<file path="src/ddp_rx_pkg.sv">
// Shared types, constants and register codes for the DDP pixel frame receiver.
package ddp_rx_pkg;

  // Default sizes
  localparam int FRAME_BYTES_DEF  = 16384;
  localparam int HEADER_BYTES_DEF = 10;
  localparam int MAX_DATAGRAM_DEF = 2048;

  // Fixed field widths of the ports
  localparam int DLEN_W       = 12;
  localparam int RADDR_W      = 14;
  localparam int PACKET_W     = 32;
  localparam int BYTES_W      = 40;
  localparam int PIXEL_W      = 13;
  localparam int FRAME_SIZE_W = 15;
  localparam int CFG_IDX_W    = 3;
  localparam int CFG_DATA_W   = 11;

  // Configuration register indexes
  localparam logic [CFG_IDX_W-1:0] REG_RECEIVE_ENABLE  = 3'd0;
  localparam logic [CFG_IDX_W-1:0] REG_STATS_ENABLE    = 3'd1;
  localparam logic [CFG_IDX_W-1:0] REG_VERSION_MASK    = 3'd2;
  localparam logic [CFG_IDX_W-1:0] REG_VERSION_VALUE   = 3'd3;
  localparam logic [CFG_IDX_W-1:0] REG_DISPLAY_DEST_ID = 3'd4;
  localparam logic [CFG_IDX_W-1:0] REG_RGB_TYPE_CODE   = 3'd5;
  localparam logic [CFG_IDX_W-1:0] REG_MAX_PAYLOAD_LEN = 3'd6;

  // Register reset values
  localparam logic [7:0]  VERSION_MASK_RST    = 8'd192;
  localparam logic [7:0]  VERSION_VALUE_RST   = 8'd64;
  localparam logic [7:0]  DISPLAY_DEST_ID_RST = 8'd1;
  localparam logic [7:0]  RGB_TYPE_CODE_RST   = 8'd11;
  localparam logic [10:0] MAX_PAYLOAD_LEN_RST = 11'd1440;

  // Header byte positions
  localparam int POS_FLAGS   = 0;
  localparam int POS_TYPE    = 2;
  localparam int POS_DEST    = 3;
  localparam int POS_OFFSET3 = 4;
  localparam int POS_OFFSET2 = 5;
  localparam int POS_OFFSET1 = 6;
  localparam int POS_OFFSET0 = 7;
  localparam int POS_LENGTH1 = 8;
  localparam int POS_LENGTH0 = 9;

  // Header check settings
  typedef struct packed {
    logic        receive_enable;
    logic [7:0]  version_mask;
    logic [7:0]  version_value;
    logic [7:0]  dest_id;
    logic [7:0]  type_code;
    logic [10:0] max_len;
  } rx_cfg_t;

  // Per-transaction event from the parser to the statistics
  typedef struct packed {
    logic              fin;      // end marker seen with receive enabled
    logic              acc;      // datagram accepted
    logic [32:0]       extent;   // offset + length
    logic [DLEN_W-1:0] dlen;     // clamped datagram length
    logic              wr_over;  // payload byte fell beyond the frame
  } rx_evt_t;

endpackage

</file>
<file path="src/ddp_rx_stats.sv">
// High-water frame size, overflow flag and packet and byte counters.
module ddp_rx_stats
  import ddp_rx_pkg::*;
#(
  parameter int FRAME_BYTES = FRAME_BYTES_DEF
) (
  input  logic                             clk,
  input  logic                             rst,
  input  rx_evt_t                          evt,
  input  logic                             stats_enable,
  input  logic                             stats_clear,
  output logic [PACKET_W-1:0]              packets_next,
  output logic [BYTES_W-1:0]               bytes_next,
  output logic [$clog2(FRAME_BYTES+1)-1:0] hw_next,
  output logic                             overflow_next
);

  localparam int HWW = $clog2(FRAME_BYTES + 1);

  logic [PACKET_W-1:0] packets_seen;
  logic [BYTES_W-1:0]  bytes_seen;
  logic [HWW-1:0]      high_water;
  logic                overflow_flag;

  logic           end_acc, ext_over;
  logic [HWW-1:0] ext_sat;

  assign end_acc  = evt.fin && evt.acc;
  assign ext_over = evt.extent > 33'(FRAME_BYTES);
  assign ext_sat  = ext_over ? HWW'(FRAME_BYTES) : HWW'(evt.extent);

  // Next values, also handed out as the status snapshot
  always_comb begin
    hw_next       = high_water;
    overflow_next = overflow_flag || evt.wr_over || (end_acc && ext_over);
    packets_next  = packets_seen;
    bytes_next    = bytes_seen;
    if (end_acc && (ext_sat > high_water)) begin
      hw_next = ext_sat;
    end
    if (stats_clear) begin
      packets_next = '0;
      bytes_next   = '0;
    end else if (end_acc && stats_enable) begin
      packets_next = packets_seen + 1'b1;
      bytes_next   = bytes_seen + BYTES_W'(evt.dlen);
    end
  end

  always_ff @(posedge clk) begin
    if (rst) begin
      packets_seen  <= '0;
      bytes_seen    <= '0;
      high_water    <= '0;
      overflow_flag <= 1'b0;
    end else begin
      packets_seen  <= packets_next;
      bytes_seen    <= bytes_next;
      high_water    <= hw_next;
      overflow_flag <= overflow_next;
    end
  end

`ifndef SYNTH
  // Frame size is saturated at capacity
  a_hw_cap: assert property (@(posedge clk) disable iff (rst)
    high_water <= HWW'(FRAME_BYTES))
    else $error("high-water size beyond frame capacity");

  // Overflow is sticky
  a_over_sticky: assert property (@(posedge clk) disable iff (rst)
    overflow_flag |=> overflow_flag)
    else $error("overflow flag dropped");
`endif

endmodule

</file>
<file path="config.mk">
export PLATFORM = sky130hd
export DESIGN_NAME = ddp_rx_stats
export DESIGN_NICKNAME = d
export VERILOG_FILES = /design/src/ddp_rx_pkg.sv /design/src/ddp_rx_stats.sv
export SDC_FILE = /design/constraint.sdc
export NUM_CORES = 1
export LEC_CHECK = 0
export ABC_CLOCK_PERIOD_IN_PS = 8600
export BUFFER_PORTS_ARGS = -buffer_cell sky130_fd_sc_hd__buf_2
export CELL_PAD_IN_SITES_DETAIL_PLACEMENT = 0
export CELL_PAD_IN_SITES_GLOBAL_PLACEMENT = 1
export CORE_MARGIN = 4
export CORE_UTILIZATION = 41
export CTS_CLUSTER_DIAMETER = 120
export DETAILED_ROUTE_END_ITERATION = 12
export GPL_TIMING_DRIVEN = 0
export HOLD_SLACK_MARGIN = 0.02
export PLACE_DENSITY_LB_ADDON = 0.1
export REMOVE_ABC_BUFFERS = 1
export SLEW_MARGIN = 20
export SYNTH_ARGS = -nofsm -noshare
export SYNTH_HDL_FRONTEND = slang
export SYNTH_SLANG_ARGS = --single-unit
</file>
<file path="constraint.sdc">
create_clock -name clk -period 8.6 [get_ports clk]
set_input_delay 1.72 -clock clk [delete_from_list [all_inputs] [get_ports clk]]
set_output_delay 1.72 -clock clk [all_outputs]
set_load 0.03 [all_outputs]
</file>
### Word-level counts from Yosys, hierarchy flattened

Cells that the tools add are included.

| storage, ports and cells | value |
|---|---|
| input port bits | 52 |
| output and inout port bits | 88 |
| register bits after elaboration | 88 |

| operators by class | value |
|---|---|
| add/subtract/negate cells | 2 |
| order comparisons | 2 |
| reduce and logical (&&, ||, !) cells | 6 |
| muxes and demuxes | 6 |

Operators by type and width:

| operator | count |
|---|---|
| 2-to-1 mux 40 bit | 2 |
| 2-to-1 mux 32 bit | 2 |
| adder 40 x 12 -> 40 bit | 1 |
| > comparator 33 x 15 -> 1 bit, second input constant | 1 |
| adder 32 x 1 -> 32 bit, second input constant | 1 |
| 2-to-1 mux 15 bit | 2 |
| > comparator 15 bit | 1 |
| logical AND 1 bit | 4 |
| logical OR 1 bit | 2 |

### Logic depth before layout (Yosys ltp)

| logic depth | value |
|---|---|
| word-level depth | 5 |
| depth in mapped cells | 13 |
| gate-level depth less buffers | 11 |

### Worst setup path before layout

No wires, ideal clock.

| timing | value |
|---|---|
| path type | input to output |
| start | input evt[13] in the netlist's numbering |
| end | output hw_next[0] |
| setup slack | 2.236 ns |
| arrival | 4.644 ns |
| stages | 12 |
| path buffers | 2 |
| data required time | 6.880 ns |
| cell sequence | nor4_1 > nand4_1 > a2111oi_4 > buf_6 > and2_1 > ha_1 > a21oi_1 > o21ai_0 > a2111oi_2 > o22ai_2 > buf_6 > mux2i_1 |

| on the way | value |
|---|---|
| word-level cells in the longest chain between the ends | 5 |

Ends and longest elaborated chain:

| what | line | text |
|---|---|---|
| start: declaration | ddp_rx_stats.sv:9 | `input rx_evt_t evt,` |
| > comparator 33 x 15 -> 1 bit | ddp_rx_stats.sv:29 | `assign ext_over = evt.extent > 33'(FRAME_BYTES);` |
| 2-to-1 mux 15 bit (*) | ddp_rx_stats.sv:30 | `assign ext_sat = ext_over ? HWW'(FRAME_BYTES) : HWW'(evt.extent);` |
| > comparator 15 bit | ddp_rx_stats.sv:38 | `if (end_acc && (ext_sat > high_water)) begin` |
| logical AND 1 bit | ddp_rx_stats.sv:38 |  |
| 2-to-1 mux 15 bit (*) | ddp_rx_stats.sv:38 |  |
| end: declaration | ddp_rx_stats.sv:14 | `output logic [$clog2(FRAME_BYTES+1)-1:0] hw_next,` |

Every way passes the cells marked *; elsewhere a longest branch is shown, timed or not.

### Worst setup path after layout

| timing | value |
|---|---|
| start | input evt[13] in the netlist's numbering |
| end | output hw_next[1] |

Same word-level chain as after synthesis.

==> results.json <==
{
  "cp_cell_sequence": "buf_2 -> nor4_1 -> nand4_1 -> a2111oi_4 -> and2_1 -> ha_1 -> nand4_1 -> a211oi_1 -> a2111oi_2 -> o22ai_2 -> mux2_2 -> buf_2",
  "dp_cells": 959,
  "path_buf_inv": 2,
  "htreeDepth": 3,
  "yosysTopAreaCell": "dfxtp_1",
  "p_leak_nw": 2.892,
  "cts_buffers": 9,
  "cts_resized": 0,
  "cp.arrival_ns": 5.54,
  "finalPower_mw": 0.9128,
  "first_pass_iters": 4,
  "fin_ws_ns": 1.342,
  "grt_max_degree": 80,
  "drive_above_1_share_pct": 23.44,
  "hold_viol": 0,
  "drv_slew": 0,
  "synth_enable_flop_cells": 0,
  "cts-root-buf": "clkbuf_16",
  "post-dp-hpwl_um": 10180,
  "cts_tree": "done",
  "synth_area_per_cell_um2": 8.079,
  "ys_top_cells_by_count": "nor2_1 (127), dfxtp_1 (88), nand2_1 (46)",
  "yosysUniqueCellTypes": 54,
  "synthTopCellsByArea": "dfxtp_1 (32%), nor2_1 (8.7%), xor2_1 (6.7%), ha_1 (6.4%), nand2_1 (3.2%)",
  "crit_path_max_fanout": 15,
  "synth_area_um2": 5478,
  "outcome": "complete, no violations",
  "clock_latency_ns": 0.34,
  "antenna_found_initial": 0,
  "cts_sinks": 88,
  "p_per_area_nw_per_um2": 138.1,
  "synthToLayoutAreaGrowth_pct": 20.63,
  "relSlewSlack_pct": 34.98,
  "cp-start-kind": "input port",
  "port_buffers": 139,
  "io_pins": 140,
  "ir_drop_v": 0.0001112,
  "gp_congestion": 0.8164,
  "holdBufCountCts": 0,
  "fp.dieArea_um2": 15270,
  "max_cap_viol_count": 0,
  "critPathCaptureType": "primary output",
  "die_x_um": 123.6,
  "core_area_um2": 12820,
  "wl_per_cell_um": 14.40,
  "die_h_um": 123.6,
  "fin_setup_tns_ns": 0,
  "start_util_pct": 42.71,
  "synth_ff_type": "dfxtp_1",
  "synth-seq-area-share_pct": 32.16,
  "post-synth-top-count-cell": "nor2_1",
  "worst_clock_skew_ns": 0.006506,
  "antenna_left": 0,
  "worst_pin_slew_ns": 0.9753,
  "rsz0062_at_grt": "no",
  "fin_util_pct": 51.52,
  "cpPeakStageDelay_ns": 0.75,
  "grt_overflow": 0,
  "drt_iter0_markers": 223,
  "wirelength_um": 14030,
  "min_path_type": "flop to flop",
  "nets": 879,
  "std_cell_rows": 41,
  "vias_per_cell": 5.234,
  "finalCriticalPeriod_ns": 7.258,
  "netlist.area_leader.share_pct": 32.16,
  "yosys_register_bits": 88,
  "cp_top_family": "compound AO/OA/AOI/OAI gates",
  "grt_pass1_vias": 4942,
  "postSynthCellCount": 678,
  "final_cells": 974,
  "setup_violations": 0,
  "drc_errors": 0,
  "fmax_mhz": 137.8,
  "critPathSlowestCell": "a2111oi_4",
  "num_vias": 5098,
  "period_share_pct": 84.39,
  "crit_required_ns": 6.88,
  "async_reset_ff_share_pct": 0,
  "critPathKind": "input port to primary output",
  "grtUsageTotal_pct": 18.91,
  "ys_warn_count": 0,
  "grt_pass1_wl_um": 23340,
  "cts_buffer_depth": 2,
  "dp_slack_ns": 1.269,
  "post_cts_buffers": 0,
  "path_clk_slew_ns": 0.06,
  "antenna_cells": 0
}
## metal layers
metal | vias up | routed length [µm] | GRT usage [%]
met5 | - | 0 | 0
met4 | 0 | 210 | 6.436
met3 | 14 | 792 | 4.087
met2 | 114 | 6437 | 31.16
met1 | 2360 | 6589 | 24.52
li1 | 2610 | - | -
## tightest hold or removal path, stage by stage, from the launching register on
cell and delay, ns:
dfxtp_1 0.32, nand2_1 0.06, mux2i_1 0.06
## layout by cell type (no fill, tap or decap), drive strengths merged, types with 12 or more instances in the layout
cell type,netlist,layout
a21oi,29,29
and2,18,18
and3,18,18
buf,8,141
clkbuf,24,12
dfxtp,88,88
ha,28,28
inv,22,22
mux2,20,20
nand2,46,46
nand3,24,24
nand4,16,16
nor2,127,127
nor2b,17,17
nor3,18,18
o211ai,12,12
o21ai,16,16
xnor2,13,13
xor2,42,42
## final cells by class
cell class                 instances  area, µm²
fill                            1298       6217
multi-input combinational        536       3493
sequential                        88       1762
timing repair buffer             141      733.2
clock buffer                      12      256.5
tap                              172      215.2
inverter                          22      82.58
clock inverter                     3      65.06
## final timing paths
kind / startpoint / slack [ns] / to / depth (start not counted)
max reg2reg: high_water[10] / 5.88 / high_water[2] / 8
max: evt[13] / 1.34 / hw_next[1] / 12
min reg2reg: bytes_seen[30] / 0.48 / bytes_seen[30] / 2
min: bytes_seen[30] / 0.48 / bytes_seen[30] / 2
## kinds of logic (layout without fill, tap and decap cells)
family          count (synthesis)  in the layout  synth area share (%)
compound gates                 92             92                 11.54
xor+xnor                       55             55                 8.794
flops                          88             88                 32.16
mux                            26             26                 5.619
buf+inv                        54            178                 4.271
fa+ha+maj                      29             29                 6.761
simple gates                  334            334                 30.86
## state kept, by name (all words and copies together), names as in the netlist
register	flops
packets_seen	32
high_water	15
overflow_flag	1
bytes_seen	40
## report_power, final
group / switching (mW) / internal, mW
combinational: 0.0458 / 0.0258
sequential: 0.000912 / 0.409
clock: 0.163 / 0.269
total: 0.209 / 0.704
## metrics by stage
stage | hold WS (ns) | cell area (µm²)
floorplan | 0.4477 | 5326
detailed placement | 0.4711 | 6275
finish | 0.4789 | 6608
global placement | 0.4589 | 6237
global route | 0.4944 | 6608
CTS | 0.4802 | 6596
(Power assumes the default switching activity.)
