File: config.mk
export PLATFORM = sky130hd
export DESIGN_NAME = ddp_rx_parser
export DESIGN_NICKNAME = d
export VERILOG_FILES = /design/src/ddp_rx_pkg.sv /design/src/ddp_rx_parser.sv
export SDC_FILE = /design/constraint.sdc
export NUM_CORES = 1
export LEC_CHECK = 0
export ABC_AREA = 1
export BUFFER_PORTS_ARGS = -buffer_cell sky130_fd_sc_hd__buf_2
export CORE_ASPECT_RATIO = 1.25
export CORE_UTILIZATION = 55
export CTS_BUF_LIST = sky130_fd_sc_hd__clkbuf_4
export CTS_CLUSTER_SIZE = 8
export DETAILED_ROUTE_END_ITERATION = 8
export GPL_TIMING_DRIVEN = 0
export HOLD_SLACK_MARGIN = 0.02
export PLACE_DENSITY = 0.8
export SYNTH_ARGS = -nofsm -noshare
export SYNTH_HDL_FRONTEND = slang
export SYNTH_SLANG_ARGS = --single-unit
export TNS_END_PERCENT = 5
File: constraint.sdc
create_clock -name clk -period 4.28 [get_ports clk]
set_clock_uncertainty 0.05 [all_clocks]
set_input_delay 0.856 -clock clk [delete_from_list [all_inputs] [get_ports clk]]
set_output_delay 0.856 -clock clk [all_outputs]
set_load 0.02 [all_outputs]
File: src/ddp_rx_pkg.sv
// Shared types, constants and register codes for the DDP pixel frame receiver.
package ddp_rx_pkg;

  // Default sizes
  localparam int FRAME_BYTES_DEF  = 16384;
  localparam int HEADER_BYTES_DEF = 10;
  localparam int MAX_DATAGRAM_DEF = 2048;

  // Fixed field widths of the ports
  localparam int DLEN_W       = 12;
  localparam int RADDR_W      = 14;
  localparam int PACKET_W     = 32;
  localparam int BYTES_W      = 40;
  localparam int PIXEL_W      = 13;
  localparam int FRAME_SIZE_W = 15;
  localparam int CFG_IDX_W    = 3;
  localparam int CFG_DATA_W   = 11;

  // Configuration register indexes
  localparam logic [CFG_IDX_W-1:0] REG_RECEIVE_ENABLE  = 3'd0;
  localparam logic [CFG_IDX_W-1:0] REG_STATS_ENABLE    = 3'd1;
  localparam logic [CFG_IDX_W-1:0] REG_VERSION_MASK    = 3'd2;
  localparam logic [CFG_IDX_W-1:0] REG_VERSION_VALUE   = 3'd3;
  localparam logic [CFG_IDX_W-1:0] REG_DISPLAY_DEST_ID = 3'd4;
  localparam logic [CFG_IDX_W-1:0] REG_RGB_TYPE_CODE   = 3'd5;
  localparam logic [CFG_IDX_W-1:0] REG_MAX_PAYLOAD_LEN = 3'd6;

  // Register reset values
  localparam logic [7:0]  VERSION_MASK_RST    = 8'd192;
  localparam logic [7:0]  VERSION_VALUE_RST   = 8'd64;
  localparam logic [7:0]  DISPLAY_DEST_ID_RST = 8'd1;
  localparam logic [7:0]  RGB_TYPE_CODE_RST   = 8'd11;
  localparam logic [10:0] MAX_PAYLOAD_LEN_RST = 11'd1440;

  // Header byte positions
  localparam int POS_FLAGS   = 0;
  localparam int POS_TYPE    = 2;
  localparam int POS_DEST    = 3;
  localparam int POS_OFFSET3 = 4;
  localparam int POS_OFFSET2 = 5;
  localparam int POS_OFFSET1 = 6;
  localparam int POS_OFFSET0 = 7;
  localparam int POS_LENGTH1 = 8;
  localparam int POS_LENGTH0 = 9;

  // Header check settings
  typedef struct packed {
    logic        receive_enable;
    logic [7:0]  version_mask;
    logic [7:0]  version_value;
    logic [7:0]  dest_id;
    logic [7:0]  type_code;
    logic [10:0] max_len;
  } rx_cfg_t;

  // Per-transaction event from the parser to the statistics
  typedef struct packed {
    logic              fin;      // end marker seen with receive enabled
    logic              acc;      // datagram accepted
    logic [32:0]       extent;   // offset + length
    logic [DLEN_W-1:0] dlen;     // clamped datagram length
    logic              wr_over;  // payload byte fell beyond the frame
  } rx_evt_t;

endpackage

File: src/ddp_rx_parser.sv
// Header capture, header checks and payload write generation.
module ddp_rx_parser
  import ddp_rx_pkg::*;
#(
  parameter int FRAME_BYTES  = FRAME_BYTES_DEF,
  parameter int HEADER_BYTES = HEADER_BYTES_DEF,
  parameter int MAX_DATAGRAM = MAX_DATAGRAM_DEF
) (
  input  logic                           clk,
  input  logic                           rst,
  input  logic                           fire,
  input  logic [7:0]                     data_byte,
  input  logic                           last,
  input  logic [DLEN_W-1:0]              dlen_raw,
  input  rx_cfg_t                        cfg,
  output rx_evt_t                        evt,
  output logic                           wr_en,
  output logic [$clog2(FRAME_BYTES)-1:0] wr_addr,
  output logic [7:0]                     wr_data
);

  localparam int AW = $clog2(FRAME_BYTES);
  localparam int PW = $clog2(MAX_DATAGRAM + 1);
  localparam int CW = (PW > DLEN_W) ? PW : DLEN_W;

  logic [PW-1:0] byte_position, byte_position_next;
  logic [7:0]    hdr_flags, hdr_type, hdr_dest;
  logic [31:0]   hdr_offset;
  logic [15:0]   hdr_length;
  logic          packet_ok, packet_ok_next;

  logic [7:0]        flags_m, type_m, dest_m;
  logic [31:0]       offset_m;
  logic [15:0]       length_m;
  logic [DLEN_W-1:0] dlen_c;
  logic [PW-1:0]     idx;
  logic [32:0]       wa;
  logic              in_header, check_pos, hdr_pass, ok_new;
  logic              payload, in_frame;

  // Clamp the datagram length
  assign dlen_c = (CW'(dlen_raw) > CW'(MAX_DATAGRAM)) ? DLEN_W'(MAX_DATAGRAM) : dlen_raw;

  // Header fields with the current byte merged in
  always_comb begin
    flags_m  = hdr_flags;
    type_m   = hdr_type;
    dest_m   = hdr_dest;
    offset_m = hdr_offset;
    length_m = hdr_length;
    if (byte_position == PW'(POS_FLAGS))   flags_m         = data_byte;
    if (byte_position == PW'(POS_TYPE))    type_m          = data_byte;
    if (byte_position == PW'(POS_DEST))    dest_m          = data_byte;
    if (byte_position == PW'(POS_OFFSET3)) offset_m[31:24] = data_byte;
    if (byte_position == PW'(POS_OFFSET2)) offset_m[23:16] = data_byte;
    if (byte_position == PW'(POS_OFFSET1)) offset_m[15:8]  = data_byte;
    if (byte_position == PW'(POS_OFFSET0)) offset_m[7:0]   = data_byte;
    if (byte_position == PW'(POS_LENGTH1)) length_m[15:8]  = data_byte;
    if (byte_position == PW'(POS_LENGTH0)) length_m[7:0]   = data_byte;
  end

  // Header checks on the last header byte
  assign in_header = byte_position < PW'(HEADER_BYTES);
  assign check_pos = byte_position == PW'(HEADER_BYTES - 1);
  assign hdr_pass  = (dlen_c >= DLEN_W'(HEADER_BYTES))
                  && ((flags_m & cfg.version_mask) == cfg.version_value)
                  && (dest_m == cfg.dest_id)
                  && (type_m == cfg.type_code)
                  && (length_m <= 16'(dlen_c - DLEN_W'(HEADER_BYTES)))
                  && (length_m <= 16'(cfg.max_len));
  assign ok_new    = check_pos ? hdr_pass : packet_ok;

  // Payload write address
  assign idx      = byte_position - PW'(HEADER_BYTES);
  assign wa       = 33'(hdr_offset) + 33'(idx);
  assign payload  = !in_header && packet_ok && (CW'(byte_position) < CW'(dlen_c))
                 && (16'(idx) < hdr_length);
  assign in_frame = wa < 33'(FRAME_BYTES);

  assign wr_en   = fire && cfg.receive_enable && payload && in_frame;
  assign wr_addr = AW'(wa);
  assign wr_data = data_byte;

  // Event toward the statistics
  always_comb begin
    evt.fin     = fire && cfg.receive_enable && last;
    evt.acc     = ok_new && (byte_position >= PW'(HEADER_BYTES - 1));
    evt.extent  = 33'(offset_m) + 33'(length_m);
    evt.dlen    = dlen_c;
    evt.wr_over = fire && cfg.receive_enable && payload && !in_frame;
  end

  // Position and packet state
  always_comb begin
    byte_position_next = byte_position;
    packet_ok_next     = packet_ok;
    if (fire) begin
      if (!cfg.receive_enable || last) begin
        byte_position_next = '0;
        packet_ok_next     = 1'b0;
      end else begin
        packet_ok_next = ok_new;
        if (byte_position < PW'(MAX_DATAGRAM)) begin
          byte_position_next = byte_position + 1'b1;
        end
      end
    end
  end

  always_ff @(posedge clk) begin
    if (rst) begin
      byte_position <= '0;
      packet_ok     <= 1'b0;
      hdr_flags     <= '0;
      hdr_type      <= '0;
      hdr_dest      <= '0;
      hdr_offset    <= '0;
      hdr_length    <= '0;
    end else begin
      byte_position <= byte_position_next;
      packet_ok     <= packet_ok_next;
      if (fire && cfg.receive_enable) begin
        hdr_flags  <= flags_m;
        hdr_type   <= type_m;
        hdr_dest   <= dest_m;
        hdr_offset <= offset_m;
        hdr_length <= length_m;
      end
    end
  end

`ifndef SYNTH
  // Position never runs past the datagram limit
  a_pos_limit: assert property (@(posedge clk) disable iff (rst)
    byte_position <= PW'(MAX_DATAGRAM))
    else $error("byte position beyond datagram limit");

  // An end marker always rewinds the position
  a_end_rewind: assert property (@(posedge clk) disable iff (rst)
    fire && last |=> byte_position == '0 && !packet_ok)
    else $error("position not rewound after end marker");
`endif

endmodule

# == Yosys cells after proc, flatten, opt, wreduce, memory -nomap -nowiden ==
# Cells that the tools add are included.
# word_totals
regBits,85
rom_bits,0
latchBits,0
mem_bits_rw,0
input_bits,68
wordCells,69
memories,0
# classes
n_mux,14
div,0
eq_ne,11
shifts,0
magnitude_cmp,10
n_mul,0
n_bitwise,1
n_addsub,5
n_reduce_logical,21
# ops
op,n
2-to-1 mux 8 bit,9
equality test 12 x 3 -> 1 bit (second input constant),4
2-to-1 mux 12 bit,3
adder 32 x 12 -> 33 bit,1
adder 32 x 16 -> 33 bit,1
less-than comparator 33 x 15 -> 1 bit (second input constant),1
equality test 12 x 2 -> 1 bit (second input constant),2
equality test 12 x 4 -> 1 bit (second input constant),2
equality test 8 bit,3
greater-or-equal comparator 12 x 4 -> 1 bit (second input constant),2
less-or-equal comparator 16 x 11 -> 1 bit,1
less-or-equal comparator 16 bit,1
less-than comparator 12 x 16 -> 1 bit,1
logical AND 1 bit,14
subtractor 12 x 4 -> 13 bit (second input constant),1
adder 12 x 1 -> 12 bit (second input constant),1
greater-than comparator 12 bit (second input constant),1
zero test 12 bit,1
less-than comparator 12 bit,1
less-than comparator 12 bit (second input constant),1
less-than comparator 12 x 4 -> 1 bit (second input constant),1
subtractor 12 x 4 -> 12 bit (second input constant),1
bitwise AND 8 bit,1
zero test 1 bit,3
other kinds (4),5

# == Depth between registers and ports, before layout ==
# logic_depth
depth_word,11
depth_mapped,28
mapped_depth_nobuf,28

# == Worst setup path before layout ==
# Ideal clock, no wire load.
# synth_path
path_type,input-to-output
from,input port dlen_raw[5]
to,output port evt[46] (netlist bit)
arrival_time_ps,3834
path_stages,23
path_slack_ps,-460
cell_sequence,nor2_1 > nand2_1 > nor2_1 > nand2_1 > nand2_2 > inv_1 > nor2_1 > inv_1 > ha_1 > nand3b_1 > o221ai_1 > xor2_1 > ha_1 > a21oi_1 > o21a_1 > nand2_1 > nand2_1 > a21oi_1 > nor2_1 > nand2_1 > nor2_1 > nand3_1 > o21ai_0
# synth_lines
element,line,rtl
from (decl),ddp_rx_parser.sv:14,"input logic [DLEN_W-1:0] dlen_raw,"
to (decl),ddp_rx_parser.sv:16,"output rx_evt_t evt,"

==> results.md <==
- Root Buffer: clkbuf_4
- Via density: 5.74
- Critical path's most frequent cell: nand2_1
- Adder-cell share of the synthesized area: 11.9%
- Final setup fails: 26
- Post-synth design cell area: 0.00930 mm2
- CP peak stage delay: 0.38 ns
- CP startpoint: byte_position[9]
- Number of fill cells: 1340
- Final WS setup: -0.594 ns
- Die Area: 0.0174 mm2
- Drt pass-1 iters: 6
- Hpwl dp: 23.8 mm
- Hold_buf cts: 0
- Synth Area in Simple Gates: 34.4%
- Die width: 118 um
- Crit share post-route: 114%
- Worst VDD drop: 0.190 mV
- IO Count: 139
- Reg2Reg Launch Point: byte_position[9]
- Core Box Area: 0.0164 mm2
- Worst-margin pin slew: 0.756 ns
- Worst path cell trace: nor2_4 -> nand2_4 -> nor2_4 -> buf_6 -> buf_8 -> nand3_4 -> buf_8 -> buf_4 -> nand2_1 -> o21ai_1 -> ha_1 -> nand2_1 -> nand2_1 -> a21oi_2 -> nand2_4 -> a21oi_4 -> o21ai_4 -> nand2_2 -> nand3_4 -> buf_4 -> nand2_1 -> xor2_1 -> inv_1 -> buf_4
- P&R area growth vs syn: 28.3%
- Setup TNS: -10.82 ns
- Total power: 2.35 mW
- Leak pwr: 6.19 nW
- WP data arrival: 3.97 ns
- Initial Util: 56.7%
- Max Cap Viol: 0
- Initial antenna violation count: 0
- Layout cells sized above 1: 25.8%
- Unrepaired setup endpoints after global routing: true
- Routed Antenna Nets: 0
- Endpoints failing hold: 0
- Violated checks: negative setup slack
- Synth Area in Compound Gates: 15.4%
- DR WL/cell: 17.1 um
- Syn Area/Cell: 6.10 um2
- Syn nets: 1679
- Post-synth cell types: 52
- GP Congestion: 0.973
- Combinational family with the most area after synthesis: simple AND/OR/NAND/NOR gates
- Fin. max-slew vios: 0
- Worst setup EP type: output pin
- Worst skew pair latency: 0.49 ns
- FP Rows: 52
- Vias: 11200
- Iter 0 DRT Violations: 1060
- Port buffer count: 137
- Ant diodes: 0
- Worst R2R Setup Slack: 0.84 ns
- Synth Area in XOR/XNOR: 6.50%
- Post-layout min period: 4.87 ns
- DRC Markers: 0
- Synth Register Bits: 85
- Critical path peak fanout: 7
- Placed Area: 0.0103 mm2
- Worst Hold Class: reg2reg
- Register area share after synthesis: 18.3%
- Power per Cell Area: 197 mW/mm2
- Worst EP required: 3.37 ns
- Synthesis Warnings: 0
- Fmax: 205 MHz
- Synth Instances: 1524
- Top cells by area, synth: dfxtp_1 18%, nand2_1 14%, ha_1 11%, inv_1 9.9%, nor2_1 6.5%
- Vias in the first global route: 10500
- Mux contribution to synthesized area: 0%
- TritonCTS Buffers: 9
- Status: finished with violations
- WS Path Type: reg2out
- Post-route cell area: 0.0119 mm2
- Hold Crit Start: hdr_length[8]
- Core Util, Final: 72.7%
- CP max-delay cell: dfxtp_4
- Worst-path clk slew: 0.14 ns
- WP buf/inv: 7
- Nets: 1887
- Global Route Usage Sum: 37.5%
- CTS HTree Levels: 3
- Detailed Route WL: 33.4 mm
- Slew headroom: 49.1%
- Total grt overflow: 0
- Largest net degree at the start of global routing: 19
- CP Launch Type: flip-flop
- Sink Count: 85
- Yosys top cell by area: dfxtp_1
- Clk buf depth: 2
- First-pass GRT wire length: 51.5 mm
- CTS tree: done
- Pre-CTS setup slack: -1.17 ns
- Share of the synthesized area in the top cell type: 18.3%
- Die Height: 147 um
- Crit-path leading delay family: simple AND/OR/NAND/NOR gates
-- worst register-to-register path: stages (launching register included) --
cell	delay [ns]
dfxtp_4	0.38
nor2_4	0.15
nand2_4	0.10
nor2_4	0.15
buf_6	0.13
nand2_1	0.10
nor2_4	0.17
nand2_1	0.07
o21ai_1	0.30
ha_1	0.35
a21oi_1	0.17
o21a_1	0.14
nand2_1	0.05
nand2_1	0.05
nand2_1	0.05
nand2_1	0.05
a21oi_1	0.08
nor2_1	0.29
nand3_1	0.18
buf_4	0.16
nand2_1	0.05
nand2_1	0.06
a21oi_2	0.10
-- final timing paths --
| check | end | depth (start not counted) |
|---|---|---|
| max | evt[37] | 24 |
| min | hdr_length[8] | 2 |
| max reg2reg | packet_ok | 22 |
| min reg2reg | hdr_length[8] | 2 |
-- layer usage --
| metal | share of wire [%] | up-vias | GRT usage (%) |
|---|---|---|---|
| li1 | - | 5324 | - |
| met1 | 37 | 5072 | 42.1 |
| met2 | 48 | 623 | 64.6 |
| met3 | 7.9 | 184 | 6.13 |
| met4 | 7.5 | 0 | 26.3 |
| met5 | 0 | - | 0 |
-- flip-flops by register name, indices dropped and copies added (netlist names) --
| signal | cells |
|---|---|
| hdr_offset | 32 |
| hdr_length | 16 |
| byte_position | 12 |
| hdr_dest | 8 |
| hdr_flags | 8 |
| hdr_type | 8 |
| packet_ok | 1 |
-- per-stage QoR --
step	hold slack, ns	cells
2_1_floorplan	0.406	1524
3_3_place_gp	0.423	1877
3_5_place_dp	0.426	1877
4_1_cts	0.444	1943
5_1_grt	0.471	1953
6_report	0.454	1953
-- final cells by class --
type	count	area (um2)	area share [%]
repair buffers	199	1270	10.6
plain buffers	48	335	2.81
clock buffers	11	82.6	0.692
multi-input cells	1137	7210	60.5
inverters	252	965	8.09
flip-flops and latches	85	1740	14.6
well taps	216	270	2.27
clock inverters	5	51.3	0.430
-- layout by cell type, fill, tap and decap left out, types with 5 or more instances in the layout --
cell      count
ha_1         71
nor3_1       22
o21ai_2      16
xor2_1       48
o211ai_1     11
nand4_1      20
dfxtp_1      73
ha_4         12
nand2_1     312
nand3_1      99
xor2_2        5
clkbuf_4     11
clkbuf_1     19
o21ai_1      17
nor2_2       15
clkbuf_8      6
o21ai_4      12
nand2_4      11
o21ai_0      88
buf_2       120
inv_1       230
a21oi_1      83
nand2_2      35
nor2_1      140
nand3b_1     14
buf_4        79
a21oi_2      10
nor2_4       19
dfxtp_4      10
inv_2        17
xnor2_1      10
nand3_2       9
buf_6        18
nor4_1        7
-- where the power goes --
| group | switching, mW | internal, mW |
|---|---|---|
| sequential | 0.0429 | 0.830 |
| combinational | 0.619 | 0.359 |
| clock | 0.316 | 0.187 |
-- logic make-up after synthesis --
logic type | count (synthesis)
xor+xnor | 69
simple gates | 720
flops | 85
fa+ha+maj | 87
compound gates | 261
buf+inv | 302
-- Yosys cell counts, drive strengths merged --
cell	count
a211oi	4
inv	252
o211ai	11
a21oi	97
xor2	57
ha	85
o21ai	133
a31oi	2
nor2	175
o221ai	2
o2111ai	1
buf	25
nand2	358
a21o	1
and2	1
clkbuf	25
fa	2
a21boi	1
nor3b	2
xnor2	12
nor3	26
a221oi	1
o21a	4
o21bai	1
and3	2
dfxtp	85
or3	1
o31ai	2
or2	1
a22oi	1
nand3b	14
nand4	20
nand3	112
nor4	8
-- timing repair --
item	4_1_cts	5_1_grt
pin swaps	67	51
endpoints found under the setup margin	41	35
hold endpoints to repair	0	0
setup buffers	53	10
gates cloned	1	0
gates resized for setup	218	64
No activity file was read; power rests on OpenSTA's default activity.
